===== src/rtl/core/bellman_ford_shortest_paths_top_assert.svh =====
// ----------------------------------------------------------------------------
// Assertion macros for the shortest path block
// Clocked, reset-qualified implication checks used by the top level.
// ----------------------------------------------------------------------------
`ifndef BELLMAN_FORD_SHORTEST_PATHS_TOP_ASSERT_SVH
`define BELLMAN_FORD_SHORTEST_PATHS_TOP_ASSERT_SVH

// Consequent must hold in the same cycle as the antecedent.
`define BFSP_ASSERT_SAME(label, ante, cons, msg) \
    label: assert property (@(posedge clk) disable iff (!rst_n) (ante) |-> (cons)) \
        else $error(msg);

// Consequent must hold in the cycle after the antecedent.
`define BFSP_ASSERT_NEXT(label, ante, cons, msg) \
    label: assert property (@(posedge clk) disable iff (!rst_n) (ante) |=> (cons)) \
        else $error(msg);

`endif


===== src/rtl/core/bfsp_pkg.sv =====
// ----------------------------------------------------------------------------
// bfsp_pkg
// Shared sizes, codes and controller/datapath interface types.
// ----------------------------------------------------------------------------
package bfsp_pkg;

    localparam int MAX_VERTICES = 64;
    localparam int MAX_EDGES    = 256;
    localparam int WEIGHT_BITS  = 16;

    // Port widths fixed by the interface.
    localparam int ACTION_BITS    = 2;
    localparam int PORT_VTX_BITS  = 6;
    localparam int PORT_WT_BITS   = 16;
    localparam int DIST_BITS      = 32;
    localparam int CFG_INDEX_BITS = 1;
    localparam int CFG_DATA_BITS  = 7;

    localparam int VERTEX_BITS    = (MAX_VERTICES > 1) ? $clog2(MAX_VERTICES) : 1;
    localparam int VCOUNT_BITS    = $clog2(MAX_VERTICES + 1);
    localparam int EDGE_ADDR_BITS = (MAX_EDGES > 1) ? $clog2(MAX_EDGES) : 1;
    localparam int EDGE_CNT_BITS  = $clog2(MAX_EDGES + 1);
    localparam int EDGE_BITS      = 2 * VERTEX_BITS + WEIGHT_BITS;
    localparam int DENTRY_BITS    = DIST_BITS + 1;

    localparam logic [ACTION_BITS-1:0] ACT_CLEAR  = 2'd0;
    localparam logic [ACTION_BITS-1:0] ACT_APPEND = 2'd1;
    localparam logic [ACTION_BITS-1:0] ACT_RUN    = 2'd2;

    localparam logic [CFG_INDEX_BITS-1:0] CFG_VERTEX_COUNT  = 1'd0;
    localparam logic [CFG_INDEX_BITS-1:0] CFG_SOURCE_VERTEX = 1'd1;

    typedef struct packed {
        logic clear_edges;
        logic append_edge;
        logic vert_clr;
        logic vert_inc;
        logic init_wr;
        logic edge_clr;
        logic edge_inc;
        logic pass_clr;
        logic pass_inc;
        logic edge_rd;
        logic dist_rd;
        logic relax_wr;
        logic out_rd;
        logic emit;
        logic emit_neg;
    } bfsp_cmd_t;

    typedef struct packed {
        logic vert_last;
        logic edge_last;
        logic edge_empty;
        logic detect_pass;
        logic improve;
    } bfsp_status_t;

endpackage


===== src/rtl/core/bfsp_ctrl.sv =====
// ----------------------------------------------------------------------------
// bfsp_ctrl
// Sequencer for edge loading, distance initialisation, relaxation passes,
// the negative cycle check and result output.
// ----------------------------------------------------------------------------
module bfsp_ctrl (
    input  logic                                  clk,
    input  logic                                  rst_n,
    input  logic                                  start,
    input  logic [bfsp_pkg::ACTION_BITS-1:0]      action,
    output logic                                  busy,
    output bfsp_pkg::bfsp_cmd_t                   cmd,
    input  bfsp_pkg::bfsp_status_t                status
);

    import bfsp_pkg::*;

    localparam logic [2:0] S_IDLE     = 3'd0;
    localparam logic [2:0] S_INIT     = 3'd1;
    localparam logic [2:0] S_EDGE_RD  = 3'd2;
    localparam logic [2:0] S_DIST_RD  = 3'd3;
    localparam logic [2:0] S_RELAX    = 3'd4;
    localparam logic [2:0] S_OUT_RD   = 3'd5;
    localparam logic [2:0] S_OUT_EMIT = 3'd6;

    logic [2:0] state_reg;
    logic [2:0] state_next;

    always_ff @(posedge clk or negedge rst_n)
    begin
        if (!rst_n)
        begin
            state_reg <= S_IDLE;
        end
        else
        begin
            state_reg <= state_next;
        end
    end

    always_comb
    begin
        cmd        = '0;
        state_next = state_reg;
        unique case (state_reg)
            S_IDLE:
            begin
                if (start)
                begin
                    unique case (action)
                        ACT_CLEAR:  cmd.clear_edges = 1'b1;
                        ACT_APPEND: cmd.append_edge = 1'b1;
                        ACT_RUN:
                        begin
                            cmd.vert_clr = 1'b1;
                            state_next   = S_INIT;
                        end
                        default: ;
                    endcase
                end
            end
            S_INIT:
            begin
                cmd.init_wr = 1'b1;
                if (status.vert_last)
                begin
                    cmd.vert_clr = 1'b1;
                    cmd.edge_clr = 1'b1;
                    cmd.pass_clr = 1'b1;
                    state_next   = status.edge_empty ? S_OUT_RD : S_EDGE_RD;
                end
                else
                begin
                    cmd.vert_inc = 1'b1;
                end
            end
            S_EDGE_RD:
            begin
                cmd.edge_rd = 1'b1;
                state_next  = S_DIST_RD;
            end
            S_DIST_RD:
            begin
                cmd.dist_rd = 1'b1;
                state_next  = S_RELAX;
            end
            S_RELAX:
            begin
                if (status.detect_pass && status.improve)
                begin
                    cmd.emit_neg = 1'b1;
                    state_next   = S_IDLE;
                end
                else
                begin
                    cmd.relax_wr = !status.detect_pass;
                    if (status.edge_last)
                    begin
                        cmd.edge_clr = 1'b1;
                        if (status.detect_pass)
                        begin
                            state_next = S_OUT_RD;
                        end
                        else
                        begin
                            cmd.pass_inc = 1'b1;
                            state_next   = S_EDGE_RD;
                        end
                    end
                    else
                    begin
                        cmd.edge_inc = 1'b1;
                        state_next   = S_EDGE_RD;
                    end
                end
            end
            S_OUT_RD:
            begin
                cmd.out_rd = 1'b1;
                state_next = S_OUT_EMIT;
            end
            S_OUT_EMIT:
            begin
                cmd.emit = 1'b1;
                if (status.vert_last)
                begin
                    state_next = S_IDLE;
                end
                else
                begin
                    cmd.vert_inc = 1'b1;
                    state_next   = S_OUT_RD;
                end
            end
            default:
            begin
                state_next = S_IDLE;
            end
        endcase
    end

    assign busy = (state_reg != S_IDLE);

endmodule


===== config.mk =====
export PLATFORM = sky130hd
export DESIGN_NAME = bfsp_ctrl
export DESIGN_NICKNAME = d
export VERILOG_FILES = /design/src/rtl/core/bellman_ford_shortest_paths_top_assert.svh /design/src/rtl/core/bfsp_pkg.sv /design/src/rtl/core/bfsp_ctrl.sv
export SDC_FILE = /design/constraint.sdc
export NUM_CORES = 1
export LEC_CHECK = 0
export ABC_CLOCK_PERIOD_IN_PS = 3300
export BUFFER_PORTS_ARGS = -buffer_cell sky130_fd_sc_hd__buf_4
export CORE_AREA = 3 3 40 42
export CTS_CLUSTER_SIZE = 14
export DETAILED_ROUTE_END_ITERATION = 8
export DIE_AREA = 0 0 43 45
export PLACE_DENSITY = 0.69
export SYNTH_ARGS = -nofsm -noshare
export SYNTH_HDL_FRONTEND = slang
export SYNTH_SLANG_ARGS = --single-unit

===== constraint.sdc =====
create_clock -name clk -period 3.3 [get_ports clk]
set_input_delay 0.825 -clock clk [delete_from_list [all_inputs] [get_ports clk]]
set_output_delay 0.825 -clock clk [all_outputs]
set_load 0.005 [all_outputs]

# Word level (Yosys, flattened, before mapping)
# Cells that the tools add are included.
[classes] eq_ne=11 n_reduce_logical=7 n_mux=37
[op_table] cell="3-bit 2-to-1 mux" n=9
[op_table] cell="1-bit 2-to-1 mux" n=23
[op_table] cell="3-bit one-hot mux with 7 select lines" n=1
[op_table] cell="3-bit equality test (second input constant)" n=3
[op_table] cell="3-bit by 2-bit equality test with 1-bit output (second input constant)" n=2
[op_table] cell="2-bit 2-to-1 mux" n=2
[op_table] cell="2-bit inequality test (second input constant)" n=2
[op_table] cell="1-bit one-hot mux with 2 select lines" n=2
[op_table] cell="3-bit by 1-bit equality test with 1-bit output (second input constant)" n=1
[op_table] cell="3-bit zero test" n=1
[op_table] cell="3-bit AND reduction" n=1
[op_table] cell="3-bit nonzero test" n=1
[op_table] cell="2-bit by 1-bit equality test with 1-bit output (second input constant)" n=1
[op_table] cell="2-bit equality test (second input constant)" n=1
[op_table] cell="2-bit zero test" n=1
[op_table] cell="2-bit by 1-bit inequality test with 1-bit output (second input constant)" n=1
[op_table] cell="2-bit OR reduction" n=1
[op_table] cell="1-bit logical AND" n=1
[op_table] cell="1-bit zero test" n=1
[word_totals] word_cells=56 reg_bits=3 out_inout_bits=16

# Longest topological paths before layout
# Gate-level depths: netlist (run 1).
[depth] depth_word=4 depth_mapped=5 ltp_nobuf=4

# Worst setup path before layout (run 1)
# OpenSTA, ideal clock, no wires.
[synth_path] path_kind="input -> output" startpoint="input port status[4] in the netlist's numbering" endpoint="output port cmd[11] in the netlist's numbering" path_stages=2 t_arrival_ps=1249 t_required_ps=2475 slack_ps=1226 cell_sequence="and2b_1 or2_1"
[synth_lines] element="start: declaration" line_no="bfsp_ctrl.sv:13" source="input bfsp_pkg::bfsp_status_t status"
[synth_lines] element="end: declaration" line_no="bfsp_ctrl.sv:12" source="output bfsp_pkg::bfsp_cmd_t cmd,"

==> qor.csv, run 1 <==
stage;metric;value;unit
critical_path;r2r-start;state_reg[2];
place;dp.final_hpwl;814;µm
global_routing;grt_max_degree;15;
detailed_routing;via_per_inst;4.66;
synth;yosysTopAreaCellShare;17.2;%
clocking;cts_buffer_depth;2;
synth;yosysWarnings;0;
clocking;ctsResizeCount;0;
detailed_routing;drt-total-wl;1020;µm
final_layout;nNetsFinal;90;
final_layout;layout_common_cells;buf_4 (25), nand2_1 (11), nor2_1 (5);
floorplanning;dieWidth;43;µm
global_routing;grt_pass1_wl;1650;µm
final_layout;nFillCells;126;
critical_path;path_max_fanout;12;
detailed_routing;ant_nets;0;
min_path;hp-class;in -> async;
critical_path;startpoint_type;register;
detailed_routing;drtIter0Drc;5;
floorplanning;std_cell_rows;13;
floorplanning;start_util;34.0;%
critical_path;cp-startpoint;state_reg[0];
critical_path;crit_required;2470;ps
detailed_routing;vias;438;
detailed_routing;drt-wirelength-per-cell;10.8;µm
timing;skew;1.95;ps
final_layout;largest_reg_flops;3;
synth;synth_edf_count;0;
timing;setup-tns-final;0;ps
global_routing;overflow;0;
clocking;cts_inserted_buffers;3;
synth;ys_seq_area_share;17.2;%
pwr;powerDensity;781;nW/µm²
timing;min_period_over_period;73.9;%
timing;rsz0062_at_grt;no;
critical_path;end_kind;output port;
critical_path;timing.rr.end;state_reg[1];
critical_path;timing.critical_path.to;cmd[11];
clocking;h-tree-depth;1;
critical_path;timing_worst_setup_path_type;reg -> out;
place;placedCellCount;90;
critical_path;r2r_cells;3;
clocking;cts.sinks;3;
clocking;insertion_delay;230;ps
floorplanning;die_h;45;µm
pwr;power_leakage;0.328;nW
timing;period_minus_slack;2440;ps
synth;yosysTopAreaCell;dfrtp_1;
critical_path;worstPathArrival;1610;ps
clocking;clkTransAtPathRegs;40;ps
final_layout;diodes;0;
floorplanning;ioPinCount;26;
place;port_buffers;25;
clocking;clockRootBuffer;clkbuf_4;
synth;ys_seq_elements;3;
pwr;ir_worst_vdd;0.333;mV
timing;slew_headroom;68.0;%
global_routing;antenna_found_initial;0;
final_layout;postLayoutCoreUtil;49.5;%
synth;syn_area_per_cell;8.24;µm²
timing;maxSlewViolCount;0;
synth;syn_nets;63;
synth;async_reset_ff_share;100;%
floorplanning;die-area;1940;µm²
global_routing;grtUsageTotal;11.1;%
synth;syn-instance-count;53;
floorplanning;core;1280;µm²
timing;fmax;0.410;GHz
final_layout;final_cell_count_no_fill;94;
timing;tightest_slew;480;ps
clocking;cts_tree;yes;
detailed_routing;firstDrtPassIters;2;
timing;finalHoldViolCount;0;
final_layout;fin_area;636;µm²
synth;synthTopCellsByArea;dfrtp_1 (17%), nand2_1 (9.5%), buf_6 (7.7%);
clocking;post_cts_buffers;0;
clocking;cts.hold.buffers_added;0;
detailed_routing;post-route-drc-count;0;
place;gp_congestion;0.794;
status;status;finished clean;
synth;synth.distinct_cells;28;
timing;final-setup-viol-count;0;
final_layout;area_growth;45.6;%
place;place_area;609;µm²
job;cap_violations;0;
pwr;total_power;0.497;mW
synth;ys.flop_type;dfrtp_1;
final_layout;drive_gt1_share;50.6;%
final_layout;layout.cells.most_common;buf_4;
global_routing;grt_pass1_vias;403;
synth;syn_area;437;µm²
critical_path;ff2ff_setup_slack;1880;ps
## Yosys cell counts, types with 2 or more instances
| master | instances |
|---|---|
| nand2_1 | 11 |
| nor2_1 | 5 |
| buf_6 | 3 |
| dfrtp_1 | 3 |
| a211oi_2 | 2 |
| and3b_1 | 2 |
| nand2b_1 | 2 |
| nand3_1 | 2 |
| nor2b_1 | 2 |
| nor3b_1 | 2 |
| nor3b_2 | 2 |
## worst max-delay path: stages, from the launching register on
cell,delay [ps]
dfrtp_1,600
nor3b_2,340
and2b_1,230
or2_1,120
buf_4,100
## per-layer routing
layer	share of wire (%)	GRT usage [%]
met1	44	14.0
met2	46	17.7
met3	10	3.98
met4	0	3.61
met5	0	0
## how the worst min path moves through the flow
| stage | start | to | slack [ps] |
|---|---|---|---|
| 6_report | rst_n | state_reg[2] | 370 |
| 5_1_grt | rst_n | state_reg[1] | 360 |
| 4_1_cts | rst_n | state_reg[2] | 370 |
| 3_5_place_dp | rst_n | state_reg[0] | 620 |
| 3_3_place_gp | rst_n | state_reg[2] | 610 |
| 2_1_floorplan | rst_n | state_reg[0] | 530 |
## kinds of logic (layout without fill, tap and decap cells)
group,after synthesis,after routing,synth area share (%)
AOI/OAI and AO/OA,6,6,13.8
xor gates and xnor gates,1,1,2.01
buffers and inverters,5,31,9.45
DFF,3,3,17.2
and+or+nand+nor,38,38,57.6
## report_power, final
group          leakage (nW)  internal [mW]  switching, mW  total, mW
combinational         0.274          0.176          0.134      0.310
sequential           0.0391         0.0539         0.0691      0.123
clock                0.0150         0.0453         0.0186     0.0639
total                 0.328          0.275          0.221      0.497
## area by class of cell
class / count / area, µm² / share of cell area [%]
inverters: 2 / 7.51 / 1.18
multi-input cells: 45 / 320 / 50.4
flip-flops and latches: 3 / 75.1 / 11.8
repair buffers: 25 / 188 / 29.5
well taps: 15 / 18.8 / 2.95
clock buffers: 4 / 26.3 / 4.13
## through the flow
step           setup slack (ps)  hold slack (ps)
2_1_floorplan              1230              529
3_3_place_gp                997              614
3_5_place_dp                992              615
4_1_cts                     846              371
5_1_grt                     712              358
6_report                    861              373
Note: power is estimated with default switching activity, not from simulation.
==> inputs of run 2 (changes only) <==
--- a/config.mk
+++ b/config.mk
@@ -5,13 +5,14 @@
 export SDC_FILE = /design/constraint.sdc
 export NUM_CORES = 1
 export LEC_CHECK = 0
-export ABC_CLOCK_PERIOD_IN_PS = 3300
+export ABC_AREA = 1
+export ABC_CLOCK_PERIOD_IN_PS = 2300
 export BUFFER_PORTS_ARGS = -buffer_cell sky130_fd_sc_hd__buf_4
 export CORE_AREA = 3 3 40 42
 export CTS_CLUSTER_SIZE = 14
 export DETAILED_ROUTE_END_ITERATION = 8
 export DIE_AREA = 0 0 43 45
-export PLACE_DENSITY = 0.69
+export PLACE_DENSITY = 0.64
 export SYNTH_ARGS = -nofsm -noshare
 export SYNTH_HDL_FRONTEND = slang
 export SYNTH_SLANG_ARGS = --single-unit
==> constraint.sdc (replaced) <==
create_clock -name clk -period 2.3 [get_ports clk]
set_input_delay 0.575 -clock clk [delete_from_list [all_inputs] [get_ports clk]]
set_output_delay 0.575 -clock clk [all_outputs]
set_load 0.005 [all_outputs]
==> qor.csv, run 2 <==
stage;metric;value;unit;change
status;status;finished clean;;
floorplanning;std_cell_rows;13;;unchanged
job;cap_violations;0;;unchanged
synth;yosysTopAreaCellShare;20.3;%;+3.1 points
synth;yosysTopAreaCell;dfrtp_1;;
detailed_routing;vias;478;;+9.1%
floorplanning;core;1280;µm²;unchanged
clocking;clkTransAtPathRegs;40;ps;about the same
pwr;powerDensity;919;nW/µm²;+18%
final_layout;nNetsFinal;107;;+19%
timing;period_minus_slack;2010;ps;
clocking;ctsResizeCount;0;;unchanged
global_routing;antenna_found_initial;0;;unchanged
final_layout;nFillCells;152;;+21%
place;dp.final_hpwl;871;µm;+7.0%
final_layout;largest_reg_flops;3;;unchanged
clocking;insertion_delay;230;ps;about the same
global_routing;use_met1;14.9;%;+0.93 points
timing;final-setup-viol-count;0;;unchanged
clocking;cts_buffer_depth;2;;unchanged
floorplanning;start_util;28.8;%;-5.2 points
synth;synth.most_common_cell;inv_1;;
place;gp_congestion;0.771;;-2.9%
pwr;power_leakage;0.372;nW;+13%
clocking;post_cts_buffers;0;;unchanged
synth;ys_seq_elements;3;;unchanged
timing;setup-tns-final;0;ps;unchanged
timing;rsz0062_at_grt;no;;
synth;async_reset_ff_share;100;%;unchanged
critical_path;crit_required;1730;ps;-740 ps
floorplanning;die-area;1940;µm²;unchanged
synth;yosysWarnings;0;;unchanged
place;place_area;566;µm²;-7.2%
timing;min_period_over_period;87.3;%;
synth;syn_nets;78;;+24%
pwr;ir_worst_vdd;0.338;mV;+1.5%
critical_path;timing_worst_setup_path_type;reg -> out;;
synth;ys_seq_area_share;20.3;%;+3.1 points
final_layout;multi_input_area;220;µm²;-31%
synth;synth_common_cells;inv_1 (16), nor2_1 (13), nand2_1 (12);;
global_routing;grt_pass1_wl;1750;µm;+6.2%
global_routing;grt_max_degree;9;;-6
global_routing;overflow;0;;unchanged
synth;synth_edf_count;0;;unchanged
min_path;hp-class;in -> async;;
clocking;cts_inserted_buffers;3;;unchanged
floorplanning;ioPinCount;26;;unchanged
final_layout;fin_area;592;µm²;-6.9%
critical_path;path_max_fanout;8;;-4
synth;syn_area;370;µm²;-15%
global_routing;gr-usage-met2;19.8;%;+2.1 points
clocking;h-tree-depth;1;;unchanged
final_layout;layout_common_cells;buf_4 (25), inv_1 (16), nor2_1 (13);;
detailed_routing;drt-total-wl;1010;µm;-1.2%
clocking;cts.hold.buffers_added;0;;unchanged
timing;finalHoldViolCount;0;;unchanged
timing;tightest_slew;302;ps;-178 ps
detailed_routing;firstDrtPassIters;4;;+2
synth;ys.flop_type;dfrtp_1;;
synth;syn_area_per_cell;5.45;µm²;-34%
detailed_routing;post-route-drc-count;0;;unchanged
final_layout;layout.cells.most_common;buf_4;;
detailed_routing;drtIter0Drc;7;;+2
global_routing;grtUsageTotal;11.7;%;+0.66 points
timing;slew_headroom;79.8;%;+12 points
place;port_buffers;25;;unchanged
detailed_routing;via_per_inst;4.31;;-7.6%
detailed_routing;ant_nets;0;;unchanged
critical_path;worstPathArrival;1430;ps;-180 ps
final_layout;area_growth;59.8;%;
clocking;cts.sinks;3;;unchanged
detailed_routing;drt-wirelength-per-cell;9.07;µm;-16%
timing;fmax;0.498;GHz;
critical_path;startpoint_type;register;;
synth;synthTopCellsByArea;dfrtp_1 (20%), inv_1 (16%), nor2_1 (13%);;
timing;skew;1.45;ps;-0.499 ps
final_layout;drive_gt1_share;39.6;%;-11 points
global_routing;use_met3;5.18;%;+1.2 points
synth;synth.distinct_cells;15;;-46%
floorplanning;dieWidth;43;µm;unchanged
clocking;clockRootBuffer;clkbuf_4;;
global_routing;grt_busiest_layer;met2;;
clocking;cts_tree;yes;;
timing;maxSlewViolCount;0;;unchanged
floorplanning;die_h;45;µm;unchanged
final_layout;diodes;0;;unchanged
global_routing;grt_pass1_vias;429;;+6.5%
synth;syn-instance-count;68;;+28%
final_layout;layout.area.seq;75.1;µm²;unchanged
critical_path;end_kind;output port;;
==> run 2: cell count changes after synthesis, moves of 4 or more <==
cell,before,now
inv_1,1,16
nand3_1,2,6
nor2_2,0,6
nor2_1,5,13
==> run 2: kinds of logic (layout without fill, tap and decap cells) <==
| family | Yosys count | after routing | synth area share [%] |
|---|---|---|---|
| buffers and inverters | 18 | 46 | 20.3 |
| AO/OA/AOI/OAI | 5 | 5 | 8.11 |
| flip-flops | 3 | 3 | 20.3 |
| AND/OR/NAND/NOR | 42 | 42 | 51.4 |
==> run 2: worst paths after layout <==
path | start | endpoint | slack (ps) | cells past startpoint
min reg2reg | state_reg[1] | state_reg[1] | 790 | 4
min | rst_n | state_reg[1] | 120 | 1
max reg2reg | state_reg[2] | state_reg[1] | 1050 | 6
max in group asynchronous | rst_n | state_reg[2] | 2090 | 1
max | state_reg[2] | cmd[14] | 290 | 4
min in group clk | status[4] | state_reg[0] | 640 | 4
==> run 2: per-layer routing <==
| layer | wire length (µm) | share of wire (%) | vias up |
|---|---|---|---|
| li1 | - | - | 260 |
| met1 | 465 | 46 | 198 |
| met2 | 441 | 44 | 20 |
| met3 | 101 | 10 | 0 |
| met4 | 0 | 0 | 0 |
| met5 | 0 | 0 | - |
==> run 2: critical path, stage by stage (launching register included) <==
cell and delay (ps):
dfrtp_1 450, nor2_1 280, nand2_2 130, nor4_1 190
buf_4 150
==> run 2: where the power goes <==
group	internal, mW	total [mW]	leakage (nW)	switching [mW]
registers	0.0722	0.101	0.0388	0.0285
logic	0.162	0.350	0.318	0.188
clock network	0.0650	0.0925	0.0150	0.0275
total	0.299	0.544	0.372	0.244
==> run 2: cell type report <==
| cell class | count | share of cell area, % |
|---|---|---|
| well taps | 15 | 3.17 |
| flip-flops and latches | 3 | 12.7 |
| repair buffers | 25 | 31.7 |
| multi-input cells | 47 | 37.2 |
| clock buffers | 4 | 4.44 |
| inverters | 17 | 10.8 |
==> run 2: through the flow <==
stage / hold slack (ps) / power, mW / std cells / setup slack [ps] / util, %
5_1_grt: 107 / 0.613 / 111 / 126 / 46.1
4_1_cts: 111 / 0.558 / 111 / 279 / 46.1
2_1_floorplan: 279 / 0.316 / 68 / 723 / -
3_3_place_gp: 365 / 0.455 / 107 / 552 / 44.0
6_report: 122 / 0.544 / 111 / 293 / 46.1
3_5_place_dp: 365 / 0.458 / 107 / 544 / 44.0
